===== config.mk =====
export PLATFORM = sky130hd
export DESIGN_NAME = slfl_mac
export DESIGN_NICKNAME = d
export VERILOG_FILES = /design/src/design/stereo_lfo_flanger_macros.svh /design/src/design/slfl_pkg.sv /design/src/design/slfl_mac.sv
export SDC_FILE = /design/constraint.sdc
export NUM_CORES = 1
export LEC_CHECK = 0
export ABC_AREA = 1
export BUFFER_PORTS_ARGS = -buffer_cell sky130_fd_sc_hd__clkbuf_2
export CAP_MARGIN = 20
export CORE_MARGIN = 2
export CORE_UTILIZATION = 65
export CTS_CLUSTER_DIAMETER = 100
export CTS_CLUSTER_SIZE = 24
export DETAILED_ROUTE_END_ITERATION = 7
export PLACE_DENSITY_LB_ADDON = 0.12
export SYNTH_ARGS = -nofsm -noshare
export SYNTH_HDL_FRONTEND = slang
export SYNTH_SLANG_ARGS = --single-unit
export TNS_END_PERCENT = 5

===== constraint.sdc =====
create_clock -name clk -period 10 [get_ports clk]
set_input_delay 1.5 -clock clk [delete_from_list [all_inputs] [get_ports clk]]
set_output_delay 1.5 -clock clk [all_outputs]
set_load 0.05 [all_outputs]

===== src/design/stereo_lfo_flanger_macros.svh =====
// Assertion shorthands for the flanger top level.
`ifndef STEREO_LFO_FLANGER_MACROS_SVH
`define STEREO_LFO_FLANGER_MACROS_SVH

// Same-cycle implication, held off while reset is asserted.
`define SLF_ASSERT_IMPLY(lbl, ck, rn, ante, cons, msg) \
  lbl: assert property (@(posedge ck) disable iff (!(rn)) (ante) |-> (cons)) \
    else $error(msg);

// Next-cycle implication, held off while reset is asserted.
`define SLF_ASSERT_NEXT(lbl, ck, rn, ante, cons, msg) \
  lbl: assert property (@(posedge ck) disable iff (!(rn)) (ante) |=> (cons)) \
    else $error(msg);

`endif


===== src/design/slfl_pkg.sv =====
package slfl_pkg;

  localparam int ACC_W = 44;

  localparam logic [16:0] GAIN_ONE = 17'h10000;

  // register indexes on the config port
  localparam logic [2:0] REG_LFO_STEP   = 3'd0;
  localparam logic [2:0] REG_DEPTH      = 3'd1;
  localparam logic [2:0] REG_BASE_DELAY = 3'd2;
  localparam logic [2:0] REG_FEEDBACK   = 3'd3;
  localparam logic [2:0] REG_WIDTH_OFS  = 3'd4;
  localparam logic [2:0] REG_MIX        = 3'd5;
  localparam logic [2:0] REG_BYPASS     = 3'd6;

  // register reset values
  localparam logic [30:0] RST_LFO_STEP   = 31'd44739;
  localparam logic [16:0] RST_DEPTH      = 17'd32768;
  localparam logic [18:0] RST_BASE_DELAY = 19'd36864;
  localparam logic [16:0] RST_FEEDBACK   = 17'd19661;
  localparam logic [31:0] RST_WIDTH_OFS  = 32'h8000_0000;
  localparam logic [16:0] RST_MIX        = 17'd32768;

  typedef enum logic [4:0] {
    ST_IDLE,
    ST_ADDR,
    ST_DEP,
    ST_W1,
    ST_BASE,
    ST_W2,
    ST_DLY,
    ST_RDA,
    ST_RDB,
    ST_MB,
    ST_W3,
    ST_MIX,
    ST_MIX2,
    ST_W4,
    ST_FB,
    ST_W5,
    ST_WR,
    ST_DONE
  } state_t;

  // one request to the shared multiply-accumulate unit
  typedef struct packed {
    logic               go;
    logic               clr;
    logic signed [24:0] a;
    logic signed [17:0] b;
    logic        [16:0] bias;
  } mac_op_t;

  // sin(pi/2*(k+0.5)/2^bits) in Q0.15, Q30 Taylor evaluation, elaboration only
  function automatic logic [14:0] sine_entry(input int unsigned k, input int unsigned bits);
    logic [63:0] a;
    logic [63:0] a2;
    logic [63:0] t;
    logic [63:0] s;
    logic [63:0] v;
    a  = ((64'(2 * k + 1)) * 64'd1686629713) >> (bits + 1);
    a2 = (a * a) >> 30;
    t  = 64'd1073741824;
    t  = 64'd1073741824 - (((a2 * t) >> 30) / 64'd110);
    t  = 64'd1073741824 - (((a2 * t) >> 30) / 64'd72);
    t  = 64'd1073741824 - (((a2 * t) >> 30) / 64'd42);
    t  = 64'd1073741824 - (((a2 * t) >> 30) / 64'd20);
    t  = 64'd1073741824 - (((a2 * t) >> 30) / 64'd6);
    s  = (a * t) >> 30;
    v  = (s + 64'd16384) >> 15;
    if (v > 64'd32767) begin
      v = 64'd32767;
    end
    return v[14:0];
  endfunction

  function automatic logic signed [23:0] sat24(input logic signed [27:0] v);
    if (v > 28'sd8388607) begin
      return 24'sh7FFFFF;
    end else if (v < -28'sd8388608) begin
      return 24'sh800000;
    end
    return v[23:0];
  endfunction

endpackage


===== src/design/slfl_mac.sv =====
module slfl_mac (
  input  logic                             clk,
  input  logic                             rst_n,
  input  slfl_pkg::mac_op_t                op,
  output logic signed [slfl_pkg::ACC_W-1:0] acc
);
  import slfl_pkg::*;

  // stage 1: product, stage 2: accumulate (or restart from bias)
  logic signed [42:0]      prod_r;
  logic                    go_r;
  logic                    clr_r;
  logic [16:0]             bias_r;
  logic signed [ACC_W-1:0] acc_r;

  always_ff @(posedge clk) begin
    if (!rst_n) begin
      go_r <= 1'b0;
    end else begin
      go_r <= op.go;
    end
  end

  always_ff @(posedge clk) begin
    if (op.go) begin
      prod_r <= op.a * op.b;
      clr_r  <= op.clr;
      bias_r <= op.bias;
    end
    if (go_r) begin
      acc_r <= (clr_r ? $signed({27'd0, bias_r}) : acc_r) + {prod_r[42], prod_r};
    end
  end

  assign acc = acc_r;

endmodule


Word-level counts from Yosys, hierarchy flattened
Index checks and enable logic that the tools add are counted.
W data, S select, Z words.
{"block": "totals", "word_cells": 8, "reg_bits": 106}
{"block": "classes", "addsub": 1, "n_mux": 1, "n_mul": 1}
{"op": "$add A44 B44 Y44", "n": 1}
{"op": "$mux W44", "n": 1}
{"op": "$mul A25 B18 Y43", "n": 1}

Longest topological paths before layout
Gate-level depths: netlist (run 1).
{"block": "logic_depth", "ltp_word": 2, "mapped_depth": 29, "depth_no_buf": 27}

Worst setup path after synthesis (run 1)
No wires, ideal clock.
{"block": "synth_path", "path_type": "input to register", "from": "input port op[59] (netlist name)", "to": "register prod_r[41], data pin", "setup_time_ps": 253, "path_slack_ps": 3143, "required_time_ps": 9747, "n_path_buf": 2, "arrival_time_ps": 6604, "stages": 20, "cell_sequence": "clkbuf_1 -> clkbuf_1 -> nand2_1 -> fa_1 -> inv_1 -> fa_1 -> fa_1 -> fa_1 -> inv_1 -> fa_1 -> inv_1 -> fa_1 -> ha_1 -> inv_1 -> nor3_1 -> nand2_1 -> nor2_1 -> nand3_1 -> nand4_1 -> nand2_1"}
{"block": "synth_between", "elab_chain_len": 1}
{"element": "start, declared", "line": "slfl_mac.sv:4", "text": "input slfl_pkg::mac_op_t op,"}
{"element": "$mul A25 B18 Y43", "line": "slfl_mac.sv:26", "text": "prod_r <= op.a * op.b;"}
{"element": "end signal, assigned", "line": "slfl_mac.sv:26"}
{"element": "end, declared", "line": "slfl_mac.sv:10", "text": "logic signed [42:0] prod_r;"}
No other way between the ends.
A chain may end at the register's enable or synchronous reset.

Worst setup path after layout (run 1)
{"block": "layout_path", "from": "input port op[17] (netlist name)", "to": "register prod_r[37], data pin"}
The elaborated chain is that of the path after synthesis.

==> results.yml, run 1 <==
worst_setup_path:
  critPathArrivalTime_ns: 7.31
  path_cells: "clkbuf_2 > nand2_1 > inv_1 > fa_1 > fa_1 > ha_1 > inv_1 > fa_1 > inv_1 > fa_1 > fa_1 > ha_1 > nand2_1 > nor2_1 > nand2_1 > nor2_1 > nor2_1 > nand3_1 > nand2_1"
  reg2reg_depth: 14
  max_stage_delay_ns: 0.73
  setup.worst_path.start_class: "input pin"
  r2r_end: "acc[30]"
  r2r_slack_ns: 6.12
  reg2reg_from: "clr_r"
  worstPathRequired_ns: 10.12
  end_kind: "register"
  crit_path_frequent_cell: "fa_1"
  cp_slowest_cell: "fa_1"
  cp_max_fo: 25
  critPathKind: "input pin to register"
final_layout:
  antenna_cells: 0
  layout_commonest_cell: "nand2_1"
  fin_util_pct: 68.7
  multi_input_area_sq_um: 17400
  seq_area_sq_um: 3170
  final_nets: 4015
  area_delta_synth_final_pct: 4.38
  layout_common_cells: "1,080 x nand2_1, 956 x inv_1, 442 x fa_1"
  drive_gt1_share_pct: 5.83
  nFillCells: 3172
clock_network:
  cts_buffers: 9
  holdBufCountCts: 0
  cts_root_buffer: "clkbuf_16"
  clock_latency_ns: 0.37
  htreeDepth: 3
  cts_sinks: 106
  cts_tree: "built"
  ctsLongestPathBuffers: 2
  path_clk_slew_ns: 0.07
  ctsResizeCount: 0
  post-cts-setup-buffers: 0
hold_path:
  hp-class: "register to register"
  min-delay-start: "go_r"
  hold_path_end: "acc[3]"
  whs_path_depth: 0
sta:
  setup_viol: 0
  tightest_slew_ns: 1.07
  finalClockSkew_ns: 0.0101
  rsz0062_at_grt: "false"
  slew_headroom_pct: 28.5
  fin_crit_sh_pct: 71.9
  hold_viol_final: 0
  min_period_ns: 7.19
  finalMaxSlewViolations: 0
  max_freq_ghz: 0.139
  holdWs_ns: 0.597
  setup_tns_ns: 0
global_routing:
  grt_max_degree: 63
  grt_usage_pct: 36.4
  grt_pass1_vias: 21300
  grt_pass1_wl_um: 109000
  gr-total-overflow: 0
  antenna_found_initial: 0
detailed_routing:
  postRouteAntennaNets: 0
  wl_per_cell_um: 17.5
  drc_errors: 0
  postRouteWirelength_um: 67700
  drtPass1Iterations: 5
  avgViaCountPerCell: 5.27
  drt_iter0_markers: 1683
  vias: 20400
logic_synthesis:
  synth_area_sq_um: 24700
  synthFlopType: "edfxtp_1"
  avgSynthCellArea_sq_um: 7.37
  yosys_warnings: 0
  synth_edf_count: 105
  yosysTopAreaCell: "fa_1"
  synthDistinctLibCells: 33
  syn-num-nets: 4003
  seq_area_frac_synth_pct: 12.9
  netlist.area_leader.share_pct: 35.9
  yosys-top-cells-area: "fa_1 36%, nand2_1 16%, inv_1 15%, edfxtp_1 13%, ha_1 7.6%"
  synthCells: 3347
  synth.ff_latch_count: 106
  synthArstFlopShare_pct: 0
floorplanning:
  core_area_sq_um: 37500
  initial_utilization_pct: 65.8
  die_area_sq_um: 39500
  row_count: 71
  ios: 108
  die_h_um: 199
  chipWidth_um: 199
job:
  drv_cap: 0
placement:
  gp_congestion: 1.02
  io_buffer_count: 107
  dp_hpwl_um: 56800
run_status:
  status: "complete, no violations"
[how the worst max path moves through the flow]
stage                 from    endpoint
global route        op[18]  prod_r[38]
finish              op[17]  prod_r[37]
floorplan           op[59]  prod_r[41]
detailed placement  op[20]  prod_r[37]
CTS                 op[17]  prod_r[37]
global placement    op[23]  prod_r[39]
[critical path, delay by kind of cell]
family | cells | cell delay [ns]
and+or+nand+nor | 8 | 1.24
buffers and inverters | 4 | 0.83
adders and majority gates | 7 | 3.69
[logic make-up after synthesis]
logic type / count (synthesis) / synth area share (%)
adder cells (fa/ha/maj): 592 / 43.5
AO/OA/AOI/OAI: 89 / 2.08
flip-flops: 106 / 12.9
AND/OR/NAND/NOR: 1433 / 23.4
buffers and inverters: 1077 / 16.4
XOR/XNOR: 50 / 1.78
[sequential cells by signal, indices dropped and copies added (netlist names)]
| register | count |
|---|---|
| acc | 44 |
| prod_r | 43 |
| go_r | 1 |
| bias_r | 17 |
| clr_r | 1 |
[through the flow]
stage	cells	setup slack (ns)	area, sq um
6_report	3873	2.81	25700
5_1_grt	3873	2.51	25700
4_1_cts	3872	2.96	25700
3_5_place_dp	3858	2.56	25400
3_3_place_gp	3858	2.62	25400
2_1_floorplan	3347	3.14	24700
[cell type report]
class                   instances  area share [%]
clock inverters                 4           0.199
well taps                     511            2.48
flip-flops and latches        106            12.3
clock buffers                  10           0.890
repair buffers                110            2.22
inverters                     968            14.1
multi-input cells            2164            67.8
[Yosys cell counts (all sizes together) (12+ instances only)]
library cell  number
nor3              12
nand3             95
nand4             21
clkbuf            98
fa               442
xor2              44
ha               150
nand2           1095
inv              966
edfxtp           105
a21oi             60
nor2             197
[routing by layer]
layer / GRT usage (%) / share of wire [%] / vias up
met4: 16.9 / 4.9 / 0
met3: 5.46 / 8.2 / 182
met2: 62.7 / 48 / 970
met1: 45.2 / 39 / 9720
li1: - / - / 9547
met5: 0 / 0 / -
Power of run 1 is left out: the tool's default activity adds up to more than one toggle a clock period on the data nets, which glitch-free logic cannot reach.
==> run 2, diff against run 1 <==
==> constraint.sdc (replaced) <==
create_clock -name clk -period 6.7 [get_ports clk]
set_input_delay 1.005 -clock clk [delete_from_list [all_inputs] [get_ports clk]]
set_output_delay 1.005 -clock clk [all_outputs]
set_load 0.05 [all_outputs]
==> results.yml, run 2 (synthesis gave the netlist of run 1 again) <==
worst_setup_path:
  cp_top_family: "adder cells"
  path_cells: "clkbuf_2 > buf_4 > nand2_1 > inv_1 > fa_1 > inv_1 > fa_1 > fa_1 > inv_1 > fa_1 > inv_1 > fa_1 > inv_1 > fa_1 > ha_1 > nand2_1 > nor2_1 > nand2_1 > nor2_1 > nand3b_1 > nand3_1 > nand2_1 > nand2_1"
  end_kind: "register"
  cp_max_fo: 12
  crit_buf_inv: 7
  worstPathRequired_ns: 6.93
  critPathKind: "input pin to register"
  reg2reg_depth: 16
  crit_path_frequent_cell: "fa_1"
  critPathArrivalTime_ns: 6.70
  cp.depth: 23
  max_stage_delay_ns: 0.67
  cp_slowest_cell: "fa_1"
  setup.worst_path.start_class: "input pin"
final_layout:
  final_nets: 4075
  largest_register_ff_count: 44
  drive_gt1_share_pct: 7.62
  final_area_sq_um: 26300
  fin_util_pct: 70.1
  antenna_cells: 0
  layout_common_cells: "1,080 x nand2_1, 956 x inv_1, 440 x fa_1"
  area_delta_synth_final_pct: 6.56
  layout_commonest_cell: "nand2_1"
detailed_routing:
  drc_errors: 0
  drtPass1Iterations: 6
  wl_per_cell_um: 17.1
  vias: 20500
  drt_iter0_markers: 1283
  postRouteAntennaNets: 0
  postRouteWirelength_um: 67200
  avgViaCountPerCell: 5.20
clock_network:
  ctsLongestPathBuffers: 2
  post-cts-setup-buffers: 0
  holdBufCountCts: 0
  clock_latency_ns: 0.38
  htreeDepth: 3
  cts_tree: "built"
  path_clk_slew_ns: 0.07
  cts_root_buffer: "clkbuf_16"
  cts_sinks: 106
  cts_buffers: 9
global_routing:
  antenna_found_initial: 0
  grt_max_degree: 63
  grt_usage_pct: 36.2
  grt_pass1_wl_um: 109000
  grt_pass1_vias: 22000
  gr-total-overflow: 0
sta:
  rsz0062_at_grt: "false"
  max_freq_ghz: 0.155
  tightest_slew_ns: 0.786
  slew_headroom_pct: 47.6
  finalMaxSlewViolations: 0
  holdWs_ns: 0.552
  setup_viol: 0
  setup_ws_ns: 0.231
  finalClockSkew_ns: 0.0159
  min_period_ns: 6.47
  hold_viol_final: 0
  fin_crit_sh_pct: 96.6
floorplanning:
  die_area_sq_um: 39500
  ios: 108
  chipWidth_um: 199
  initial_utilization_pct: 65.8
  core_area_sq_um: 37500
  row_count: 71
  die_h_um: 199
hold_path:
  hp-class: "register to register"
  whs_path_depth: 1
placement:
  io_buffer_count: 107
  gp_congestion: 0.973
  dp_hpwl_um: 58300
  detailed_place.area_sq_um: 26000
  dp_slack_ns: -0.221
job:
  drv_cap: 0
run_status:
  status: "complete, no violations"
[run 2: cell count changes in the layout (fill, tap and decap cells not counted), sizes merged]
cell      previous run  this run
buf                  3        64
clkbuf             117       115
clkinv               3         5
bufinv               1         0
clkinvlp             0         1
inv                968       969
[run 2: worst paths after layout]
kind	startpoint	to	slack, ns
setup reg to reg	clr_r	acc[30]	2.71
hold reg to reg	prod_r[0]	acc[0]	0.55
setup / recovery	op[59]	prod_r[40]	0.23
hold / removal	prod_r[0]	acc[0]	0.55
[run 2: per-stage QoR]
step,setup TNS [ns],std cells
3_5_place_dp,-0.278,3918
4_1_cts,0,3934
2_1_floorplan,0,3347
6_report,0,3935
3_3_place_gp,-0.0887,3918
5_1_grt,0,3935
[run 2: repair_timing]
item,4_1_cts,5_1_grt
gates resized for setup,0,3
setup endpoints to repair,0,2
hold endpoints to repair,0,0
[run 2: final cells by class]
class | count | area, sq um
Multi-Input combinational cell | 2164 | 17400
Sequential cell | 106 | 3170
Timing Repair Buffer | 170 | 1100
Fill cell | 3177 | 11200
Tap cell | 511 | 639
Clock buffer | 9 | 225
Inverter | 968 | 3630
Clock inverter | 7 | 60.1
[run 2: per-layer routing]
metal	up-vias	wire length, um	global-route usage (%)
li1	9671	-	-
met2	812	33100	63.8
met3	200	4750	5.75
met5	-	0	0
met4	0	3250	17.1
met1	9791	26100	43.6
[run 2: worst register-to-register path, cell delays in order, from the launching register on]
cell      delay (ns)
edfxtp_1        0.33
buf_4           0.44
clkinv_1        0.63
nand2_1         0.19
nand2_1         0.08
ha_1            0.29
inv_1           0.16
fa_1            0.33
inv_2           0.08
nand3_1         0.08
nand3_2         0.17
nand2_1         0.15
a21oi_1         0.14
o21ai_0         0.40
nand2_1         0.10
nand2_1         0.08
nand2_1         0.08
Power of run 2 is left out for the same reason.
